<file path="src/sv/i2cseq_pkg.sv">
`timescale 1ns / 1ps
`default_nettype none

package i2cseq_pkg;

  localparam logic [1:0] MODE_REQUEST = 2'd0;
  localparam logic [1:0] MODE_EVENT   = 2'd1;
  localparam logic [1:0] MODE_LOAD    = 2'd2;

  localparam logic TARGET_CMD = 1'b0;
  localparam logic TARGET_TX  = 1'b1;

  localparam logic [7:0] ADDR_WRITE_MASK = 8'hFE;
  localparam logic [7:0] ADDR_READ_BIT   = 8'h01;

  typedef enum logic [2:0] {
    ACT_NONE  = 3'd0,
    ACT_START = 3'd1,
    ACT_STOP  = 3'd2,
    ACT_TX    = 3'd3,
    ACT_RCEN  = 3'd4,
    ACT_ACK   = 3'd5
  } action_t;

  typedef enum logic [1:0] {
    SRC_LITERAL = 2'd0,
    SRC_CMD     = 2'd1,
    SRC_TX      = 2'd2
  } tx_src_t;

  typedef struct packed {
    logic [1:0] mode;
    logic       transfer_kind;
    logic [7:0] device_address;
    logic [4:0] command_length;
    logic [6:0] tx_length;
    logic [6:0] rx_length;
    logic       ack_status;
    logic [7:0] bus_rx_byte;
  } req_t;

  typedef struct packed {
    action_t    action;
    tx_src_t    src;
    logic [7:0] byte_val;
    logic       nack;
    logic       rxv;
    logic [5:0] rxi;
    logic [7:0] rxd;
    logic       fin;
    logic       ok;
    logic       acc;
    logic [6:0] rd_idx;
  } step_t;

endpackage

`default_nettype wire

</file>
<file path="src/sv/i2cseq_if.sv">
`timescale 1ns / 1ps
`default_nettype none

interface i2cseq_in_if;
  logic       valid;
  logic       ready;
  logic [1:0] mode;
  logic       transfer_kind;
  logic [7:0] device_address;
  logic [4:0] command_length;
  logic [6:0] tx_length;
  logic [6:0] rx_length;
  logic       ack_status;
  logic [7:0] bus_rx_byte;
  logic       load_target;
  logic [5:0] load_index;
  logic [7:0] load_byte;

  modport source (
    output valid, mode, transfer_kind, device_address, command_length, tx_length,
           rx_length, ack_status, bus_rx_byte, load_target, load_index, load_byte,
    input  ready
  );
  modport sink (
    input  valid, mode, transfer_kind, device_address, command_length, tx_length,
           rx_length, ack_status, bus_rx_byte, load_target, load_index, load_byte,
    output ready
  );
endinterface

interface i2cseq_out_if;
  logic       valid;
  logic       ready;
  logic [2:0] bus_action;
  logic [7:0] tx_byte;
  logic       nack_bit;
  logic       rx_valid;
  logic [5:0] rx_index;
  logic [7:0] rx_data;
  logic       finished;
  logic       succeeded;
  logic       accepted;

  modport source (
    output valid, bus_action, tx_byte, nack_bit, rx_valid, rx_index, rx_data,
           finished, succeeded, accepted,
    input  ready
  );
  modport sink (
    input  valid, bus_action, tx_byte, nack_bit, rx_valid, rx_index, rx_data,
           finished, succeeded, accepted,
    output ready
  );
endinterface

`default_nettype wire

</file>
<file path="src/sv/i2c_master_transaction_sequencer_core.sv">
`timescale 1ns / 1ps
`default_nettype none
// A result word passes through the control step register, with the store read
// registered alongside it, and then through the output register.
// Throughput: one word per cycle; the input stalls only while the step register
// and the output register both hold words and the result side is not ready.
// Reset: phase, counters and handshake state clear; the command and transmit
// stores are not cleared and must be loaded before their entries are read.

module i2c_master_transaction_sequencer_core #(
  parameter int COMMAND_DEPTH = 16,
  parameter int DATA_DEPTH    = 64
) (
  input wire logic    clk,
  input wire logic    rst_n,
  i2cseq_in_if.sink   in_ch,
  i2cseq_out_if.source out_ch
);

  localparam int CAW = (COMMAND_DEPTH > 1) ? $clog2(COMMAND_DEPTH) : 1;
  localparam int DAW = (DATA_DEPTH > 1) ? $clog2(DATA_DEPTH) : 1;

  i2cseq_pkg::req_t  req;
  i2cseq_pkg::step_t step;
  i2cseq_pkg::step_t s1_r;
  logic              s1_v_r;
  logic              s1_cmd_ok_r, s1_tx_ok_r;
  logic              out_v_r;
  logic              take, move;
  logic [31:0]       rd_idx32, ld_idx32;
  logic              cmd_ok, tx_ok, ld_cmd, ld_tx;
  logic [7:0]        cmd_rdata, tx_rdata, tx_byte_sel;

  logic [2:0] o_action_r;
  logic [7:0] o_txb_r;
  logic       o_nack_r, o_rxv_r, o_fin_r, o_ok_r, o_acc_r;
  logic [5:0] o_rxi_r;
  logic [7:0] o_rxd_r;

  assign move        = s1_v_r && (!out_v_r || out_ch.ready);
  assign in_ch.ready = !s1_v_r || move;
  assign take        = in_ch.valid && in_ch.ready;

  assign req.mode           = in_ch.mode;
  assign req.transfer_kind  = in_ch.transfer_kind;
  assign req.device_address = in_ch.device_address;
  assign req.command_length = in_ch.command_length;
  assign req.tx_length      = in_ch.tx_length;
  assign req.rx_length      = in_ch.rx_length;
  assign req.ack_status     = in_ch.ack_status;
  assign req.bus_rx_byte    = in_ch.bus_rx_byte;

  i2cseq_ctrl u_ctrl (
    .clk   (clk),
    .rst_n (rst_n),
    .take  (take),
    .req   (req),
    .step  (step)
  );

  assign rd_idx32 = 32'(step.rd_idx);
  assign ld_idx32 = 32'(in_ch.load_index);
  assign cmd_ok   = rd_idx32 < 32'(COMMAND_DEPTH);
  assign tx_ok    = rd_idx32 < 32'(DATA_DEPTH);
  assign ld_cmd   = take && in_ch.mode == i2cseq_pkg::MODE_LOAD
                    && in_ch.load_target == i2cseq_pkg::TARGET_CMD
                    && ld_idx32 < 32'(COMMAND_DEPTH);
  assign ld_tx    = take && in_ch.mode == i2cseq_pkg::MODE_LOAD
                    && in_ch.load_target == i2cseq_pkg::TARGET_TX
                    && ld_idx32 < 32'(DATA_DEPTH);

  i2cseq_ram #(.WIDTH(8), .DEPTH(COMMAND_DEPTH)) u_cmd_ram (
    .clk   (clk),
    .we    (ld_cmd),
    .waddr (ld_idx32[CAW-1:0]),
    .wdata (in_ch.load_byte),
    .re    (take),
    .raddr (rd_idx32[CAW-1:0]),
    .rdata (cmd_rdata)
  );

  i2cseq_ram #(.WIDTH(8), .DEPTH(DATA_DEPTH)) u_tx_ram (
    .clk   (clk),
    .we    (ld_tx),
    .waddr (ld_idx32[DAW-1:0]),
    .wdata (in_ch.load_byte),
    .re    (take),
    .raddr (rd_idx32[DAW-1:0]),
    .rdata (tx_rdata)
  );

  always_comb begin
    case (s1_r.src)
      i2cseq_pkg::SRC_CMD: tx_byte_sel = s1_cmd_ok_r ? cmd_rdata : 8'd0;
      i2cseq_pkg::SRC_TX:  tx_byte_sel = s1_tx_ok_r ? tx_rdata : 8'd0;
      default:             tx_byte_sel = s1_r.byte_val;
    endcase
  end

  always_ff @(posedge clk) begin
    if (!rst_n) begin
      s1_v_r  <= 1'b0;
      out_v_r <= 1'b0;
    end else begin
      if (take) begin
        s1_v_r <= 1'b1;
      end else if (move) begin
        s1_v_r <= 1'b0;
      end
      if (move) begin
        out_v_r <= 1'b1;
      end else if (out_ch.ready) begin
        out_v_r <= 1'b0;
      end
    end
  end

  always_ff @(posedge clk) begin
    if (take) begin
      s1_r        <= step;
      s1_cmd_ok_r <= cmd_ok;
      s1_tx_ok_r  <= tx_ok;
    end
    if (move) begin
      o_action_r <= s1_r.action;
      o_txb_r    <= tx_byte_sel;
      o_nack_r   <= s1_r.nack;
      o_rxv_r    <= s1_r.rxv;
      o_rxi_r    <= s1_r.rxi;
      o_rxd_r    <= s1_r.rxd;
      o_fin_r    <= s1_r.fin;
      o_ok_r     <= s1_r.ok;
      o_acc_r    <= s1_r.acc;
    end
  end

  assign out_ch.valid      = out_v_r;
  assign out_ch.bus_action = o_action_r;
  assign out_ch.tx_byte    = o_txb_r;
  assign out_ch.nack_bit   = o_nack_r;
  assign out_ch.rx_valid   = o_rxv_r;
  assign out_ch.rx_index   = o_rxi_r;
  assign out_ch.rx_data    = o_rxd_r;
  assign out_ch.finished   = o_fin_r;
  assign out_ch.succeeded  = o_ok_r;
  assign out_ch.accepted   = o_acc_r;

  a_accept_starts: assert property (@(posedge clk) disable iff (!rst_n)
    out_v_r && o_acc_r |-> o_action_r == i2cseq_pkg::ACT_START)
    else $error("accepted request without start");

  a_finish_form: assert property (@(posedge clk) disable iff (!rst_n)
    out_v_r && o_fin_r |->
      (o_action_r == i2cseq_pkg::ACT_STOP && !o_ok_r) ||
      (o_action_r == i2cseq_pkg::ACT_NONE && o_ok_r))
    else $error("bad finish word");

  a_rx_with_ack: assert property (@(posedge clk) disable iff (!rst_n)
    out_v_r && o_rxv_r |-> o_action_r == i2cseq_pkg::ACT_ACK)
    else $error("received byte without ack action");

  a_s1_no_overrun: assert property (@(posedge clk) disable iff (!rst_n)
    s1_v_r && !move |=> s1_v_r && $stable(s1_r))
    else $error("stage 1 word lost");

  a_rdata_held: assert property (@(posedge clk) disable iff (!rst_n)
    s1_v_r && !take |=> $stable(tx_byte_sel))
    else $error("store read data changed under a held word");

endmodule

`default_nettype wire

</file>
<file path="src/sv/i2cseq_ram.sv">
`timescale 1ns / 1ps
`default_nettype none

module i2cseq_ram #(
  parameter int WIDTH = 8,
  parameter int DEPTH = 16,
  localparam int AW = (DEPTH > 1) ? $clog2(DEPTH) : 1
) (
  input  wire logic             clk,
  input  wire logic             we,
  input  wire logic [AW-1:0]    waddr,
  input  wire logic [WIDTH-1:0] wdata,
  input  wire logic             re,
  input  wire logic [AW-1:0]    raddr,
  output logic      [WIDTH-1:0] rdata
);

  logic [WIDTH-1:0] mem [DEPTH];

  always_ff @(posedge clk) begin
    if (we) begin
      mem[waddr] <= wdata;
    end
    if (re) begin
      rdata <= mem[raddr];
    end
  end

endmodule

`default_nettype wire

</file>
<file path="src/sv/i2cseq_ctrl.sv">
`timescale 1ns / 1ps
`default_nettype none

module i2cseq_ctrl (
  input  wire logic              clk,
  input  wire logic              rst_n,
  input  wire logic              take,
  input  wire i2cseq_pkg::req_t  req,
  output i2cseq_pkg::step_t      step
);

  typedef enum logic [3:0] {
    PH_IDLE, PH_WR_ADDR, PH_WR_CMD, PH_WR_DATA, PH_WR_STOP, PH_RD_START,
    PH_RD_ADDR, PH_RECEN, PH_RECSTORE, PH_REREC, PH_RD_STOP, PH_DONE
  } phase_t;

  phase_t     phase_r, phase_nxt;
  logic [6:0] idx_r, idx_nxt;
  logic       busy_r, busy_nxt;
  logic [7:0] addr_r, addr_nxt;
  logic       kind_r, kind_nxt;
  logic [4:0] ccnt_r, ccnt_nxt;
  logic [6:0] tcnt_r, tcnt_nxt;
  logic [6:0] rcnt_r, rcnt_nxt;

  always_comb begin
    logic [6:0] idx_inc;
    logic       fail;
    idx_inc   = idx_r + 7'd1;
    fail      = 1'b0;
    phase_nxt = phase_r;
    idx_nxt   = idx_r;
    busy_nxt  = busy_r;
    addr_nxt  = addr_r;
    kind_nxt  = kind_r;
    ccnt_nxt  = ccnt_r;
    tcnt_nxt  = tcnt_r;
    rcnt_nxt  = rcnt_r;
    step          = '0;
    step.action   = i2cseq_pkg::ACT_NONE;
    step.src      = i2cseq_pkg::SRC_LITERAL;
    step.rd_idx   = idx_r;

    if (take) begin
      case (req.mode)
        i2cseq_pkg::MODE_REQUEST: begin
          if (!busy_r) begin
            busy_nxt    = 1'b1;
            kind_nxt    = req.transfer_kind;
            addr_nxt    = req.device_address;
            ccnt_nxt    = req.command_length;
            tcnt_nxt    = req.tx_length;
            rcnt_nxt    = req.rx_length;
            idx_nxt     = '0;
            phase_nxt   = req.transfer_kind ? PH_RD_ADDR : PH_WR_ADDR;
            step.action = i2cseq_pkg::ACT_START;
            step.acc    = 1'b1;
          end
        end
        i2cseq_pkg::MODE_EVENT: begin
          case (phase_r)
            PH_WR_ADDR: begin
              step.action   = i2cseq_pkg::ACT_TX;
              step.byte_val = addr_r & i2cseq_pkg::ADDR_WRITE_MASK;
              phase_nxt     = PH_WR_CMD;
            end
            PH_WR_CMD: begin
              if (req.ack_status) begin
                fail = 1'b1;
              end else if (ccnt_r == 5'd0) begin
                step.action = i2cseq_pkg::ACT_STOP;
                phase_nxt   = PH_DONE;
              end else begin
                step.action = i2cseq_pkg::ACT_TX;
                step.src    = i2cseq_pkg::SRC_CMD;
                idx_nxt     = idx_inc;
                if (idx_inc >= {2'b00, ccnt_r}) begin
                  idx_nxt = '0;
                  if (kind_r) begin
                    phase_nxt = (rcnt_r != 7'd0) ? PH_RECEN : PH_WR_STOP;
                  end else if (rcnt_r != 7'd0) begin
                    phase_nxt = PH_RD_START;
                  end else begin
                    phase_nxt = (tcnt_r != 7'd0) ? PH_WR_DATA : PH_WR_STOP;
                  end
                end
              end
            end
            PH_WR_DATA: begin
              if (req.ack_status) begin
                fail = 1'b1;
              end else begin
                step.action = i2cseq_pkg::ACT_TX;
                step.src    = i2cseq_pkg::SRC_TX;
                idx_nxt     = idx_inc;
                if (idx_inc >= tcnt_r) begin
                  phase_nxt = (rcnt_r != 7'd0) ? PH_RD_START : PH_WR_STOP;
                end
              end
            end
            PH_WR_STOP, PH_RD_STOP: begin
              step.action = i2cseq_pkg::ACT_STOP;
              phase_nxt   = PH_DONE;
            end
            PH_RD_START: begin
              idx_nxt     = '0;
              step.action = i2cseq_pkg::ACT_START;
              phase_nxt   = PH_RD_ADDR;
            end
            PH_RD_ADDR: begin
              step.action   = i2cseq_pkg::ACT_TX;
              step.byte_val = addr_r | i2cseq_pkg::ADDR_READ_BIT;
              idx_nxt       = '0;
              phase_nxt     = (kind_r && ccnt_r != 5'd0) ? PH_WR_CMD : PH_RECEN;
            end
            PH_RECEN: begin
              if (req.ack_status) begin
                fail = 1'b1;
              end else begin
                step.action = i2cseq_pkg::ACT_RCEN;
                phase_nxt   = PH_RECSTORE;
              end
            end
            PH_REREC: begin
              step.action = i2cseq_pkg::ACT_RCEN;
              phase_nxt   = PH_RECSTORE;
            end
            PH_RECSTORE: begin
              step.rxv    = 1'b1;
              step.rxi    = idx_r[5:0];
              step.rxd    = req.bus_rx_byte;
              step.action = i2cseq_pkg::ACT_ACK;
              idx_nxt     = idx_inc;
              if (idx_inc >= rcnt_r) begin
                step.nack = 1'b1;
                phase_nxt = PH_RD_STOP;
              end else begin
                phase_nxt = PH_REREC;
              end
            end
            PH_DONE: begin
              step.fin  = 1'b1;
              step.ok   = 1'b1;
              busy_nxt  = 1'b0;
              phase_nxt = PH_IDLE;
            end
            default: begin
            end
          endcase
          if (fail) begin
            step.action = i2cseq_pkg::ACT_STOP;
            step.fin    = 1'b1;
            step.ok     = 1'b0;
            busy_nxt    = 1'b0;
            phase_nxt   = PH_IDLE;
          end
        end
        default: begin
        end
      endcase
    end
  end

  always_ff @(posedge clk) begin
    if (!rst_n) begin
      phase_r <= PH_IDLE;
      idx_r   <= '0;
      busy_r  <= 1'b0;
      addr_r  <= '0;
      kind_r  <= 1'b0;
      ccnt_r  <= '0;
      tcnt_r  <= '0;
      rcnt_r  <= '0;
    end else begin
      phase_r <= phase_nxt;
      idx_r   <= idx_nxt;
      busy_r  <= busy_nxt;
      addr_r  <= addr_nxt;
      kind_r  <= kind_nxt;
      ccnt_r  <= ccnt_nxt;
      tcnt_r  <= tcnt_nxt;
      rcnt_r  <= rcnt_nxt;
    end
  end

endmodule

`default_nettype wire
</file>
<file path="src/flat_wrapper.sv">
// flat-port wrapper written by rule: the top's interface ports become plain ports
module i2c_master_transaction_sequencer_core_flat 
#(
  parameter int COMMAND_DEPTH = 16,
  parameter int DATA_DEPTH    = 64
)
  (clk, rst_n, in_ch_valid, in_ch_mode, in_ch_transfer_kind, in_ch_device_address, in_ch_command_length, in_ch_tx_length, in_ch_rx_length, in_ch_ack_status, in_ch_bus_rx_byte, in_ch_load_target, in_ch_load_index, in_ch_load_byte, in_ch_ready, out_ch_valid, out_ch_bus_action, out_ch_tx_byte, out_ch_nack_bit, out_ch_rx_valid, out_ch_rx_index, out_ch_rx_data, out_ch_finished, out_ch_succeeded, out_ch_accepted, out_ch_ready);
  i2cseq_in_if in_ch_i ();
  i2cseq_out_if out_ch_i ();
  input wire logic clk;
  input wire logic rst_n;
  input wire logic [$bits(in_ch_i.valid)-1:0] in_ch_valid;
  input wire logic [$bits(in_ch_i.mode)-1:0] in_ch_mode;
  input wire logic [$bits(in_ch_i.transfer_kind)-1:0] in_ch_transfer_kind;
  input wire logic [$bits(in_ch_i.device_address)-1:0] in_ch_device_address;
  input wire logic [$bits(in_ch_i.command_length)-1:0] in_ch_command_length;
  input wire logic [$bits(in_ch_i.tx_length)-1:0] in_ch_tx_length;
  input wire logic [$bits(in_ch_i.rx_length)-1:0] in_ch_rx_length;
  input wire logic [$bits(in_ch_i.ack_status)-1:0] in_ch_ack_status;
  input wire logic [$bits(in_ch_i.bus_rx_byte)-1:0] in_ch_bus_rx_byte;
  input wire logic [$bits(in_ch_i.load_target)-1:0] in_ch_load_target;
  input wire logic [$bits(in_ch_i.load_index)-1:0] in_ch_load_index;
  input wire logic [$bits(in_ch_i.load_byte)-1:0] in_ch_load_byte;
  output wire logic [$bits(in_ch_i.ready)-1:0] in_ch_ready;
  output wire logic [$bits(out_ch_i.valid)-1:0] out_ch_valid;
  output wire logic [$bits(out_ch_i.bus_action)-1:0] out_ch_bus_action;
  output wire logic [$bits(out_ch_i.tx_byte)-1:0] out_ch_tx_byte;
  output wire logic [$bits(out_ch_i.nack_bit)-1:0] out_ch_nack_bit;
  output wire logic [$bits(out_ch_i.rx_valid)-1:0] out_ch_rx_valid;
  output wire logic [$bits(out_ch_i.rx_index)-1:0] out_ch_rx_index;
  output wire logic [$bits(out_ch_i.rx_data)-1:0] out_ch_rx_data;
  output wire logic [$bits(out_ch_i.finished)-1:0] out_ch_finished;
  output wire logic [$bits(out_ch_i.succeeded)-1:0] out_ch_succeeded;
  output wire logic [$bits(out_ch_i.accepted)-1:0] out_ch_accepted;
  input wire logic [$bits(out_ch_i.ready)-1:0] out_ch_ready;
  assign in_ch_i.valid = in_ch_valid;
  assign in_ch_i.mode = in_ch_mode;
  assign in_ch_i.transfer_kind = in_ch_transfer_kind;
  assign in_ch_i.device_address = in_ch_device_address;
  assign in_ch_i.command_length = in_ch_command_length;
  assign in_ch_i.tx_length = in_ch_tx_length;
  assign in_ch_i.rx_length = in_ch_rx_length;
  assign in_ch_i.ack_status = in_ch_ack_status;
  assign in_ch_i.bus_rx_byte = in_ch_bus_rx_byte;
  assign in_ch_i.load_target = in_ch_load_target;
  assign in_ch_i.load_index = in_ch_load_index;
  assign in_ch_i.load_byte = in_ch_load_byte;
  assign in_ch_ready = in_ch_i.ready;
  assign out_ch_valid = out_ch_i.valid;
  assign out_ch_bus_action = out_ch_i.bus_action;
  assign out_ch_tx_byte = out_ch_i.tx_byte;
  assign out_ch_nack_bit = out_ch_i.nack_bit;
  assign out_ch_rx_valid = out_ch_i.rx_valid;
  assign out_ch_rx_index = out_ch_i.rx_index;
  assign out_ch_rx_data = out_ch_i.rx_data;
  assign out_ch_finished = out_ch_i.finished;
  assign out_ch_succeeded = out_ch_i.succeeded;
  assign out_ch_accepted = out_ch_i.accepted;
  assign out_ch_i.ready = out_ch_ready;
  i2c_master_transaction_sequencer_core #(.COMMAND_DEPTH(COMMAND_DEPTH), .DATA_DEPTH(DATA_DEPTH)) u_core (.clk(clk), .rst_n(rst_n), .in_ch(in_ch_i), .out_ch(out_ch_i));
endmodule
</file>
<file path="config.mk">
export PLATFORM = sky130hd
export DESIGN_NAME = i2c_master_transaction_sequencer_core_flat
export DESIGN_NICKNAME = d
export VERILOG_FILES = /design/src/sv/i2cseq_pkg.sv /design/src/sv/i2cseq_if.sv /design/src/sv/i2c_master_transaction_sequencer_core.sv /design/src/sv/i2cseq_ram.sv /design/src/sv/i2cseq_ctrl.sv /design/src/flat_wrapper.sv
export SDC_FILE = /design/constraint.sdc
export NUM_CORES = 1
export LEC_CHECK = 0
export ABC_AREA = 1
export BUFFER_PORTS_ARGS = -buffer_cell sky130_fd_sc_hd__buf_2
export CAP_MARGIN = 10
export CORE_MARGIN = 5
export CORE_UTILIZATION = 50
export CTS_BUF_LIST = sky130_fd_sc_hd__clkbuf_2 sky130_fd_sc_hd__clkbuf_4 sky130_fd_sc_hd__clkbuf_8
export DETAILED_ROUTE_END_ITERATION = 8
export GPL_ROUTABILITY_DRIVEN = 0
export PLACE_DENSITY_LB_ADDON = 0.05
export SYNTH_ARGS = -nofsm -noshare
export SYNTH_HDL_FRONTEND = slang
export SYNTH_SLANG_ARGS = --single-unit
</file>
<file path="constraint.sdc">
create_clock -name clk -period 4.34 [get_ports clk]
set_clock_uncertainty 0.15 [all_clocks]
set_input_delay 0.217 -clock clk [delete_from_list [all_inputs] [get_ports clk]]
set_output_delay 0.217 -clock clk [all_outputs]
set_load 0.05 [all_outputs]
</file>
After elaboration in Yosys (flattened, before gate mapping)
Memory sizes are Yosys's and may differ from the RTL's. A register that Yosys moved wholly into a read port is not among the register bits.
Index checks and enable logic that the tools add are counted.
{ "op_classes": {"n_addsub": 1, "order_cmp": 7, "n_eq_ne": 27, "n_mux": 59, "bitwise": 3, "reduce_logical": 30} }
{ "ops": {"columns": ["cell", "count"], "rows": [
  ["$mux 4", 10],
  ["$pmux 4 s10", 1],
  ["$mux 7", 5],
  ["$pmux 8 s2", 2],
  ["$pmux 7 s4", 1],
  ["$pmux 3 s8", 1],
  ["$mux 1", 20],
  ["$mux 3", 6],
  ["$eq 4x3->1 const B", 4],
  ["$eq 4x4->1 const B", 4],
  ["$mux 8", 2],
  ["$ne 4x4->1 const B", 4],
  ["$mux 15", 1],
  ["$ge 7x7->1", 2],
  ["$pmux 7 s2", 1],
  ["$reduce_bool 7->1", 2],
  ["$ne 12x2->1 const B", 1],
  ["$ne 3x3->1 const B", 3],
  ["$reduce_and 9->1", 1],
  ["$eq 4x2->1 const B", 2],
  ["$logic_and 1x1->1", 8],
  ["$mux 2", 4],
  ["$pmux 4 s2", 1],
  ["$reduce_or 2->1", 4],
  ["28 further kinds", 37]
]} }
{ "totals": {"regBits": 106, "ram_bits": 640, "inputBits": 58, "output_inout_bits": 32, "word_cells": 160, "memories": 2} }
{ "memory_table": {"columns": ["name", "depth", "width", "read_ports", "rd_ports_with_merged_regs", "write_ports", "line", "rtl"], "rows": [
  ["u_core.u_tx_ram.mem", 64, 8, 1, 1, 1, "i2cseq_ram.sv:18", "logic [WIDTH-1:0] mem [DEPTH];"],
  ["u_core.u_cmd_ram.mem", 16, 8, 1, 1, 1, "i2cseq_ram.sv:18", null]
]} }

Logic depth before layout (Yosys ltp)
Gate-level depths: netlist of run 1.
{ "depth": {"ltp_word": 10, "mapped_depth": 17, "ltp_nobuf": 16} }

Cells and area by module
A second synthesis of run 1 with hierarchy kept.
{ "unflattened": {"hier_cells": 2928, "hier_area_um2": 32287.2} }
{ "by_module_without_submodules": {"columns": ["module", "n_inst", "cells_per_inst", "area_each_um2", "seq_area_each_um2"], "rows": [
  ["i2cseq_ram at u_core.u_tx_ram", 1, 1806, 21425.5, 15615.0],
  ["i2cseq_ram at u_core.u_cmd_ram", 1, 551, 5846.9, 4083.9],
  ["i2cseq_ctrl", 1, 426, 2640.0, 780.7],
  ["i2c_master_transaction_sequencer_core", 1, 145, 2374.8, 1961.9]
]} }

Worst setup path before layout of run 1
OpenSTA, ideal clock, no wires.
{ "synth_timing": {"path_type": "reg-to-reg", "start": "register u_core.out_v_r, in the netlist u_core.out_ch.valid", "end": "memory u_core.u_cmd_ram.mem[12][0] (enable)", "setup_time_ns": 0.383, "arrival_time_ns": 2.443, "setup_slack_ns": 1.363, "path_stages_with_launch": 7, "cell_sequence": "dfxtp_1 nand3_1 nand2_2 nor3_1 nand3_1 clkbuf_1 nor3_1"} }
{ "synth_between": {"elab_chain_len": 10} }
{ "synth_rtl": {"columns": ["item", "line", "rtl"], "rows": [
  ["from (decl)", "i2c_master_transaction_sequencer_core.sv:28", "logic out_v_r;"],
  ["from (signal assigned)", "i2c_master_transaction_sequencer_core.sv:103", "out_v_r <= 1'b0;"],
  ["from (signal assigned)", "i2c_master_transaction_sequencer_core.sv:111", "out_v_r <= 1'b1;"],
  ["from (signal assigned)", "i2c_master_transaction_sequencer_core.sv:113", "out_v_r <= 1'b0;"],
  ["$logic_not 1->1", "i2c_master_transaction_sequencer_core.sv:40", "assign move = s1_v_r && (!out_v_r || out_ch.ready);"],
  ["$logic_or 1x1->1", "i2c_master_transaction_sequencer_core.sv:40", null],
  ["$logic_and 1x1->1", "i2c_master_transaction_sequencer_core.sv:40", null],
  ["$logic_or 1x1->1", "i2c_master_transaction_sequencer_core.sv:41", "assign in_ch.ready = !s1_v_r || move;"],
  ["via in_ch_ready", "flat_wrapper.sv:24", "output wire logic [$bits(in_ch_i.ready)-1:0] in_ch_ready;"],
  ["$logic_and 1x1->1", "i2c_master_transaction_sequencer_core.sv:42", "assign take = in_ch.valid && in_ch.ready;"],
  ["$logic_and 1x1->1", "i2c_master_transaction_sequencer_core.sv:65", "assign ld_cmd = take && in_ch.mode == i2cseq_pkg::MODE_LOAD"],
  ["$logic_and 1x1->1", "i2c_master_transaction_sequencer_core.sv:66", "&& in_ch.load_target == i2cseq_pkg::TARGET_CMD"],
  ["$logic_and 1x1->1", "i2c_master_transaction_sequencer_core.sv:67", "&& ld_idx32 < 32'(COMMAND_DEPTH);"],
  ["$mux 1", "i2cseq_ram.sv:21", "if (we) begin"],
  ["$mux 1 (not written as such)", "i2cseq_ram.sv:22", "mem[waddr] <= wdata;"],
  ["to (decl)", "i2cseq_ram.sv:18", null]
]} }
The timed path passes the listed nets, and every way through them passes these cells.

Worst setup path after layout of run 1
{ "layout_timing": {"start": "register u_core.u_ctrl.busy_r", "end": "register u_core.u_ctrl.rcnt_r[6]"} }
{ "layout_between": {"elab_chain_len": 2} }
{ "layout_rtl": {"columns": ["item", "line", "rtl"], "rows": [
  ["from (decl)", "i2cseq_ctrl.sv:19", "logic busy_r, busy_nxt;"],
  ["from (signal assigned)", "i2cseq_ctrl.sv:177", "busy_r <= busy_nxt;"],
  ["$not 1->1 (no line)", null, null],
  ["$reduce_and 3->1 (no line)", null, null],
  ["to (signal assigned)", "i2cseq_ctrl.sv:182", "rcnt_r <= rcnt_nxt;"],
  ["to (decl)", "i2cseq_ctrl.sv:24", "logic [6:0] rcnt_r, rcnt_nxt;"]
]} }
Every way passes these cells.
A chain may end at the register's enable or synchronous reset.

==> reports/results.tsv, run 1 <==
metric	value	unit
synth_edf_count	720	
final_util	0.575	
clk_latency	0.73	ns
register_area	0.0225	mm^2
grt.total_usage	0.234	
yosysWarnings	0	
path_common_cell	dlygate4sd3_1	
worstPathCellList	nor3_2 > dlygate4sd3_1 > inv_1 > nor2_2 > inv_2 > o21ai_0 > dlygate4sd3_1 > a21oi_1	
post-route-min-period	3.27	ns
ys_seq_area_frac	0.722	
setup-violations-final	0	
dieArea	0.0672	mm^2
met3_length	5210	um
synthFlopType	edfxtp_1	
setup_tns	0	ns
fin_nets	2829	
power	15.3	mW
cts_tree	yes	
layout-drive-gt1-share	0.134	
critPathRequiredTime	4.77	ns
cp_num_cells	8	
crit_type	reg2reg	
antenna_found_initial	3	
cts_max_level	3	
m1WireLength	35200	um
via_count	20748	
final_max_slew_viol_count	0	
cts.sinks	761	
clock_path_buffers	3	
grt_max_degree	191	
cap_violations	0	
max_stage_delay	0.59	ns
routed.top_layer	met4	
stdcell_count	3687	
firstDrtPassIters	5	
synth-async-reset-ratio	0	
coreArea	0.0616	mm^2
placed_cells	3386	
r2r_cells	8	
arrival	3.70	ns
grt_pass1_wl	121000	um
io_buffers	88	
detail-route-antenna-nets	0	
avgSynthCellArea	12.1	um^2
dr.first_iter.drc_count	1855	
syn_inst	2559	
route.detailed.drc	0	
max_slew.worst_pin.slew	1.23	ns
max_slew_margin	0.180	
io_pins	90	
whs	0.0626	ns
wl_met2	38000	um
syn_nets	2637	
root_buffer	clkbuf_8	
fillCellCount	5095	
crit_family	buffers and inverters	
endpoint_kind	flop	
fmax	306	MHz
final_cell_mix	edfxtp_1, nor2_1, o21ai_0, nand2_1, o22ai_1	
via_per_inst	5.63	
dpl.hpwl	46800	um
start_util	0.504	
numCtsBuffers	121	
grt_remaining_overflow	0	
post_cts_buffers	0	
irDropWorstVdd	0.000246	V
grt_pass1_vias	19755	
crit_path_max_fanout	46	
final_common_cell	edfxtp_1	
avgRoutedWirePerCell	21.9	um
ff2ff_setup_slack	1.07	ns
dieWidth	259	um
wirelength	80700	um
critPathSlowestCell	dlygate4sd3_1	
yosysUniqueCellTypes	41	
min_path_type	in2reg	
cts_resized	0	
hold_viol	0	
row_count	91	
rsz0062_at_grt	false	
powerDensity	431	mW/mm^2
start_kind	flop	
crit_buf_inv	4	
area_delta_synth_final	13.9	%
postCtsHoldBufs	77	
multi_input_area	0.00744	mm^2
yosys_register_bits	761	
hold_depth	1	
fp.dieH	259	um
outcome	finished, final reports clean	
p_leak	12.3	nW
syn_area	0.0311	mm^2
clk_pin_slew_worst_paths	0.06	ns
fin_crit_sh	0.753	
[logic make-up (layout without fill, tap and decap cells)]
family	Yosys count	after routing	synth area share
buffers and inverters	251	540	0.0385
other	0	2	0
adder cells (fa/ha/maj)	20	20	0.00805
flip-flops	761	761	0.722
XOR/XNOR	2	2	0.000564
AND/OR/NAND/NOR	851	851	0.112
AO/OA/AOI/OAI	674	674	0.119
[routing by layer]
layer,vias up,GRT usage
met1,10147,0.334
met2,770,0.378
met4,0,0.0696
met3,143,0.0374
met5,-,0
li1,9688,-
[sequential cells by signal, indices dropped and copies added, names as in the netlist, 3 cells and up]
register	count
u_core.u_tx_ram.mem	512
u_core.out_ch.tx_byte	8
u_core.u_ctrl.ccnt_r	5
u_core.out_ch.rx_index	6
u_core.u_ctrl.idx_r	7
u_core.s1_r	32
u_core.u_ctrl.tcnt_r	7
u_core.out_ch.rx_data	8
u_core.u_ctrl.rcnt_r	7
u_core.u_cmd_ram.rdata	8
u_core.u_tx_ram.rdata	8
u_core.u_cmd_ram.mem	128
u_core.u_ctrl.addr_r	7
u_core.out_ch.bus_action	3
u_core.u_ctrl.phase_r	4
[worst reg2reg max path, delay by kind of cell (launching register included)]
family / cells / cell delay, ns
AND/OR/NAND/NOR: 2 / 0.55
flip-flops: 1 / 0.32
buffers and inverters: 4 / 1.68
AO/OA/AOI/OAI: 2 / 0.40
[stage by stage]
step	area, um^2	setup WS [ns]
detailed placement	32300	1.10
global placement	32300	1.16
CTS	35400	1.07
finish	35400	1.07
global route	35400	0.838
floorplan	31100	1.36
[synthesized netlist by cell type (20+ instances only)]
cell type | number | area (um^2)
nand3_1 | 68 | 340
nor2_1 | 511 | 1920
o21ai_0 | 386 | 1930
ha_1 | 20 | 250
buf_4 | 23 | 173
dfxtp_1 | 41 | 821
edfxtp_1 | 720 | 21600
o21ai_1 | 39 | 195
inv_1 | 76 | 285
o22ai_1 | 140 | 876
o221ai_1 | 20 | 175
nor3_1 | 23 | 115
a21oi_1 | 60 | 300
buf_2 | 54 | 270
nand2_1 | 213 | 800
clkbuf_1 | 68 | 255
[cell type report]
type	count	area share
flip-flops and latches	761	0.634
multi-input cells	1547	0.210
clock buffers	161	0.0568
repair buffers	231	0.0496
well taps	837	0.0296
inverters	89	0.00986
clock inverters	59	0.00937
diodes	2	0.000141
[worst paths after layout]
| path | startpoint | to |
|---|---|---|
| max | u_core.u_ctrl.busy_r$_SDFFE_PN0P_ | u_core.u_ctrl.rcnt_r[6]$_SDFFE_PN0P_ |
| min | in_ch_load_byte[4] | u_core.u_tx_ram.mem[6][4]$_DFFE_PP_ |
| min reg2reg | u_core.s1_r[10]$_SDFFCE_PN0P_ | u_core.out_ch.rx_data[0]$_DFFE_PP_ |
| max reg2reg | u_core.u_ctrl.busy_r$_SDFFE_PN0P_ | u_core.u_ctrl.rcnt_r[6]$_SDFFE_PN0P_ |
[report_power, final]
group / total, mW / leakage [nW] / switching, mW / internal, mW
combinational: 1.16 / 4.15 / 0.838 / 0.327
sequential: 8.17 / 6.88 / 0.0490 / 8.12
clock: 5.93 / 1.25 / 2.76 / 3.17
total: 15.3 / 12.3 / 3.64 / 11.6
No activity file was read; power rests on OpenSTA's default activity.
==> run 2, diff against run 1 <==
==> constraint.sdc (replaced) <==
create_clock -name clk -period 3.3 [get_ports clk]
set_clock_uncertainty 0.15 [all_clocks]
set_input_delay 0.165 -clock clk [delete_from_list [all_inputs] [get_ports clk]]
set_output_delay 0.165 -clock clk [all_outputs]
set_load 0.05 [all_outputs]
==> run 2 against run 1 <==
  * Final area rose by 2.6%
  * Die area did not move
  * Via count rose by 1.6%
  * Setup slack got worse by 0.86 ns
  * Routed wire length rose by 1.6%
  * Critical path depth did not move
  * Register-to-register slack got worse by 0.86 ns
  * Cell count rose by 2.3%
  * Maximum frequency rose by 5.8%
  * Flip-flop and latch count did not move
  * Global-route usage rose by 0.93 points
  * Critical path type unchanged
  * Highest routed layer unchanged
==> reports/results.tsv, run 2 (same netlist as run 1, synthesis figures left out) <==
metric	value	unit	change
min_path_type	in2reg		
top_register	u_core.u_tx_ram.mem		
grt_remaining_overflow	0		unchanged
p_leak	12.8	nW	+4.3%
whs	0.0917	ns	+0.0291 ns
fmax	324	MHz	+5.8%
post_cts_buffers	0		unchanged
clock_path_buffers	3		unchanged
max_slew_margin	0.182		+0.00230
post-route-min-period	3.09	ns	-0.180 ns
power	20.6	mW	+35%
regToRegEndpoint	u_core.u_ctrl.tcnt_r[5]$_SDFFE_PN0P_		
root_buffer	clkbuf_8		
placed_cells	3457		+2.1%
reg_top3	u_core.u_tx_ram.mem x512, u_core.u_cmd_ram.mem x128, u_core.s1_r x32		
crit_path_max_fanout	46		unchanged
via_per_inst	5.59		-0.73%
final_util	0.590		+0.0150
final_cell_mix	edfxtp_1, nor2_1, o21ai_0, nand2_1, o22ai_1		
path_common_cell	dlygate4sd3_1		
clk_latency	0.78	ns	+0.05 ns
fin_crit_sh	0.936		+0.183
coreArea	0.0616	mm^2	unchanged
fillCellCount	5056		-0.77%
setup-violations-final	0		unchanged
hold_viol	0		unchanged
via_count	21076		+1.6%
io_pins	90		unchanged
route.detailed.drc	0		unchanged
grt_pass1_vias	20642		+4.5%
cts.sinks	761		unchanged
row_count	91		unchanged
r2r_cells	8		unchanged
grt.total_usage	0.244		+0.00928
grt_max_degree	148		-23%
grt_pass1_wl	125000	um	+3.1%
fp.dieH	259	um	unchanged
crit_type	reg2reg		
final_max_slew_viol_count	0		unchanged
max_stage_delay	0.60	ns	about the same
dr.first_iter.drc_count	1997		+7.7%
cts_max_level	4		+1
largest_reg_flops	512		unchanged
start_util	0.504		unchanged
fin_nets	2923		+3.3%
critPathSlowestCell	dlygate4sd3_1		
ff2ff_setup_slack	0.21	ns	-0.86 ns
hold_depth	1		unchanged
endpoint_kind	flop		
arrival	3.57	ns	-0.13 ns
firstDrtPassIters	5		unchanged
critPathRequiredTime	3.78	ns	-0.99 ns
final_common_cell	edfxtp_1		
dieArea	0.0672	mm^2	unchanged
worstPathCellList	nor3_2 > dlygate4sd3_1 > inv_1 > nor2_2 > inv_4 > o21ai_0 > dlygate4sd3_1 > a21oi_1		
r2r_start	u_core.u_ctrl.busy_r$_SDFFE_PN0P_		
dpl.hpwl	48100	um	+2.9%
wirelength	82000	um	+1.6%
clk_pin_slew_worst_paths	0.06	ns	about the same
antenna_found_initial	2		-1
area_delta_synth_final	16.9	%	
cap_violations	0		unchanged
io_buffers	88		unchanged
start_kind	flop		
setup_tns	0	ns	unchanged
layout-drive-gt1-share	0.160		+0.0257
powerDensity	567	mW/mm^2	+31%
numCtsBuffers	131		+8.3%
cts_tree	yes		
irDropWorstVdd	0.000384	V	+56%
outcome	finished, final reports clean		
stdcell_count	3773		+2.3%
avgRoutedWirePerCell	21.7	um	-0.69%
max_slew.worst_pin.slew	1.23	ns	-0.00346 ns
worstHoldStart	in_ch_load_byte[1]		
rsz0062_at_grt	false		
dieWidth	259	um	unchanged
whs_endpoint	u_core.u_tx_ram.mem[7][1]$_DFFE_PP_		
detail-route-antenna-nets	0		unchanged
## run 2: cell count changes in the layout (fill, tap and decap cells not counted), moves of 9 or more
cell / delta
clkinv_2: -15
clkbuf_8: +9
clkbuf_4: +14
clkinv_1: -15
buf_4: +64
dlygate4sd3_1: +14
## run 2: metrics by stage
stage               instance area [um^2]  setup WS (ns)
finish                             36300          0.212
floorplan                          31100          0.323
CTS                                36300          0.155
detailed placement                 32900          0.692
global placement                   32900          0.711
global route                       36300         0.0929
## run 2: report_power, final
group          internal (mW)  total, mW  switching [mW]  leakage (nW)
sequential              10.7       10.7          0.0544          6.88
combinational          0.468       1.60            1.13          4.61
clock                   4.59       8.26            3.67          1.31
## run 2: worst max path at each step
stage / start / end / slack (ns) / cells past startpoint
4_1_cts: u_core.u_ctrl.busy_r$_SDFFE_PN0P_ / u_core.u_ctrl.rcnt_r[5]$_SDFFE_PN0P_ / 0.16 / 8
2_1_floorplan: u_core.out_ch.valid$_SDFFE_PN0P_ / u_core.u_cmd_ram.mem[12][0]$_DFFE_PP_ / 0.32 / 6
5_1_grt: u_core.u_ctrl.busy_r$_SDFFE_PN0P_ / u_core.u_ctrl.tcnt_r[5]$_SDFFE_PN0P_ / 0.09 / 8
3_3_place_gp: u_core.out_ch.valid$_SDFFE_PN0P_ / u_core.u_tx_ram.mem[39][4]$_DFFE_PP_ / 0.71 / 8
3_5_place_dp: u_core.out_ch.valid$_SDFFE_PN0P_ / u_core.u_tx_ram.mem[55][7]$_DFFE_PP_ / 0.69 / 8
6_report: u_core.u_ctrl.busy_r$_SDFFE_PN0P_ / u_core.u_ctrl.tcnt_r[5]$_SDFFE_PN0P_ / 0.21 / 8
## run 2: routing by layer
layer  routed length (um)  up-vias  track usage
met3                 5190      127       0.0502
met1                36000    10359        0.342
met4                 2290        0       0.0829
met2                38500      712        0.384
met5                    0        -            0
li1                     -     9878            -
## run 2: layout make-up
class	count	area, um^2	share of cell area
clock buffer	184	2240	0.0616
clock inverter	38	272	0.00748
antenna	2	5.00	0.000138
sequential	761	22500	0.618
multi-input combinational	1547	7440	0.205
inverter	89	350	0.00965
timing repair buffer	315	2510	0.0692
tap	837	1050	0.0288
## run 2: what timing repair did
action	4_1_cts	5_1_grt
gates resized for setup	0	2
hold endpoints to repair	471	0
endpoints found under the setup margin	0	5
hold buffers	92	0
## run 2: critical path, delay by kind of cell (launching register included)
family                 cells  cell delay [ns]
AO/OA/AOI/OAI              2             0.36
AND/OR/NAND/NOR            2             0.55
flip-flops                 1             0.32
buffers and inverters      4             1.57
==> run 3, diff against run 2 <==
==> constraint.sdc (replaced) <==
create_clock -name clk -period 2.7 [get_ports clk]
set_clock_uncertainty 0.15 [all_clocks]
set_input_delay 0.135 -clock clk [delete_from_list [all_inputs] [get_ports clk]]
set_output_delay 0.135 -clock clk [all_outputs]
set_load 0.05 [all_outputs]
==> run 3 against run 2 <==
  * First-iteration DRC count down 9.3%
  * Final area grew 0.38%
  * Sequential power grew 22%
  * Die area unchanged
  * Hold slack better by 0.031 ns
  * Routed wire length shrank 2.2%
  * Largest cell class unchanged
==> reports/results.tsv, run 3 (same netlist as run 1, synthesis figures left out) <==
metric	value	unit	change
via_count	20930		-0.69%
antenna_found_initial	2		unchanged
avgRoutedWirePerCell	21.1	um	-2.7%
swShare	0.237		+0.00130
p_int	18.8	mW	+19%
io_pins	90		unchanged
setup-violations-final	0		unchanged
numCtsBuffers	121		-7.6%
fin_nets	2932		+0.31%
fillCellCount	5081		+0.49%
register_area	0.0225	mm^2	unchanged
seq_power_share	0.534		+0.013
fin_crit_sh	0.948		+0.0125
dieArea	0.0672	mm^2	unchanged
clk_latency	0.71	ns	-0.07 ns
fmax	391	MHz	+21%
final_common_cell	edfxtp_1		
top_register	u_core.u_tx_ram.mem		
grt_max_degree	91		-39%
whs	0.123	ns	+0.0313 ns
p_switching	5.83	mW	+20%
start_util	0.504		unchanged
irDropWorstVdd	0.000491	V	+28%
final_cell_mix	edfxtp_1, nor2_1, o21ai_0, nand2_1, o22ai_1		
dpl.hpwl	48800	um	+1.5%
dr.first_iter.drc_count	1811		-9.3%
p_clk_frac	0.387		-0.014
multi_input_area	0.00750	mm^2	+0.81%
max_slew.worst_pin.slew	0.858	ns	-0.369 ns
min_path_type	in2reg		
area_delta_synth_final	17.3	%	
arrival	3.05	ns	-0.52 ns
fp.dieH	259	um	unchanged
via_per_inst	5.52		-1.2%
critPathRequiredTime	3.19	ns	-0.59 ns
cap_violations	0		unchanged
grt_remaining_overflow	0		unchanged
power	24.6	mW	+19%
cts_max_level	3		-1
crit_path_max_fanout	12		-74%
final_max_slew_viol_count	0		unchanged
clock_path_buffers	3		unchanged
row_count	91		unchanged
cts.sinks	761		unchanged
dieWidth	259	um	unchanged
outcome	finished, final reports clean		
route.detailed.drc	0		unchanged
largest_reg_flops	512		unchanged
root_buffer	clkbuf_8		
start_kind	flop		
grt.total_usage	0.236		-0.00726
clk_pin_slew_worst_paths	0.06	ns	about the same
post-route-min-period	2.56	ns	-0.528 ns
cts_tree	yes		
io_buffers	88		unchanged
wirelength	80200	um	-2.2%
endpoint_kind	flop		
grt_pass1_vias	20693		+0.25%
hold_viol	0		unchanged
setup_tns	0	ns	unchanged
grt_pass1_wl	122000	um	-1.9%
detail-route-antenna-nets	0		unchanged
powerDensity	674	mW/mm^2	+19%
rsz0062_at_grt	false		
layout-drive-gt1-share	0.164		+0.00433
reg_top3	u_core.u_tx_ram.mem x512, u_core.u_cmd_ram.mem x128, u_core.s1_r x32		
firstDrtPassIters	8		+3
power_frac_comb	0.079		about the same
crit_type	reg2reg		
coreArea	0.0616	mm^2	unchanged
p_leak	12.9	nW	+0.54%
max_slew_margin	0.428		+0.246
==> run 3: path summary, 6_finish.rpt <==
check | end | cells after the start | start | slack, ns
max | u_core.u_ctrl.ccnt_r[4]$_SDFFE_PN0P_ | 8 | u_core.out_ch.valid$_SDFFE_PN0P_ | 0.14
min | u_core.s1_r[12]$_SDFFCE_PN0P_ | 4 | in_ch_bus_rx_byte[2] | 0.12
max reg2reg | u_core.u_ctrl.ccnt_r[4]$_SDFFE_PN0P_ | 8 | u_core.out_ch.valid$_SDFFE_PN0P_ | 0.14
min reg2reg | u_core.out_ch.rx_index[3]$_DFFE_PP_ | 0 | u_core.s1_r[21]$_SDFFCE_PN0P_ | 0.27
==> run 3: layout make-up <==
cell class | count | area share
Multi-Input combinational cell | 1547 | 0.206
Antenna cell | 2 | 0.000137
Sequential cell | 761 | 0.616
Clock buffer | 159 | 0.0539
Timing Repair Buffer | 334 | 0.0753
Inverter | 89 | 0.00954
Tap cell | 837 | 0.0287
Clock inverter | 64 | 0.0108
==> run 3: through the flow <==
step / instances / area [um^2] / utilization / setup WS (ns)
finish: 3793 / 36500 / 0.592 / 0.140
global placement: 3480 / 33200 / 0.539 / 0.270
floorplan: 2559 / 31100 / - / 0.0363
detailed placement: 3480 / 33200 / 0.539 / 0.226
CTS: 3791 / 36400 / 0.592 / 0.105
global route: 3792 / 36500 / 0.592 / 0.0114
==> run 3: layer usage <==
metal | global-route usage | vias to the layer above | routed length, um
met5 | 0 | - | 0
met4 | 0.0709 | 0 | 1790
met3 | 0.0348 | 118 | 4560
met2 | 0.397 | 642 | 39300
met1 | 0.324 | 10267 | 34500
li1 | - | 9903 | -
==> run 3: repair_timing <==
item	4_1_cts	5_1_grt
hold endpoints to repair	459	0
hold buffers	88	0
gates resized for setup	0	2
setup buffers	0	0
endpoints found under the setup margin	0	4
==> run 3: critical path, stage by stage, from the launching register on <==
cell,delay [ns]
dfxtp_1,0.40
nand3_2,0.14
nand2_4,0.16
nor2_2,0.07
inv_2,0.17
o21ai_0,0.11
dlygate4sd3_1,0.60
a21oi_1,0.12
dlygate4sd3_1,0.56
==> run 3: power by group through the flow <==
stage | clock network (mW) | logic, mW | registers, mW
5_1_grt | 10.4 | 2.14 | 13.1
3_5_place_dp | 0 | 1.84 | 13.4
4_1_cts | 9.75 | 1.95 | 13.1
6_report | 9.52 | 1.94 | 13.1
2_1_floorplan | 0 | 1.01 | 13.4
3_3_place_gp | 0 | 1.82 | 13.4
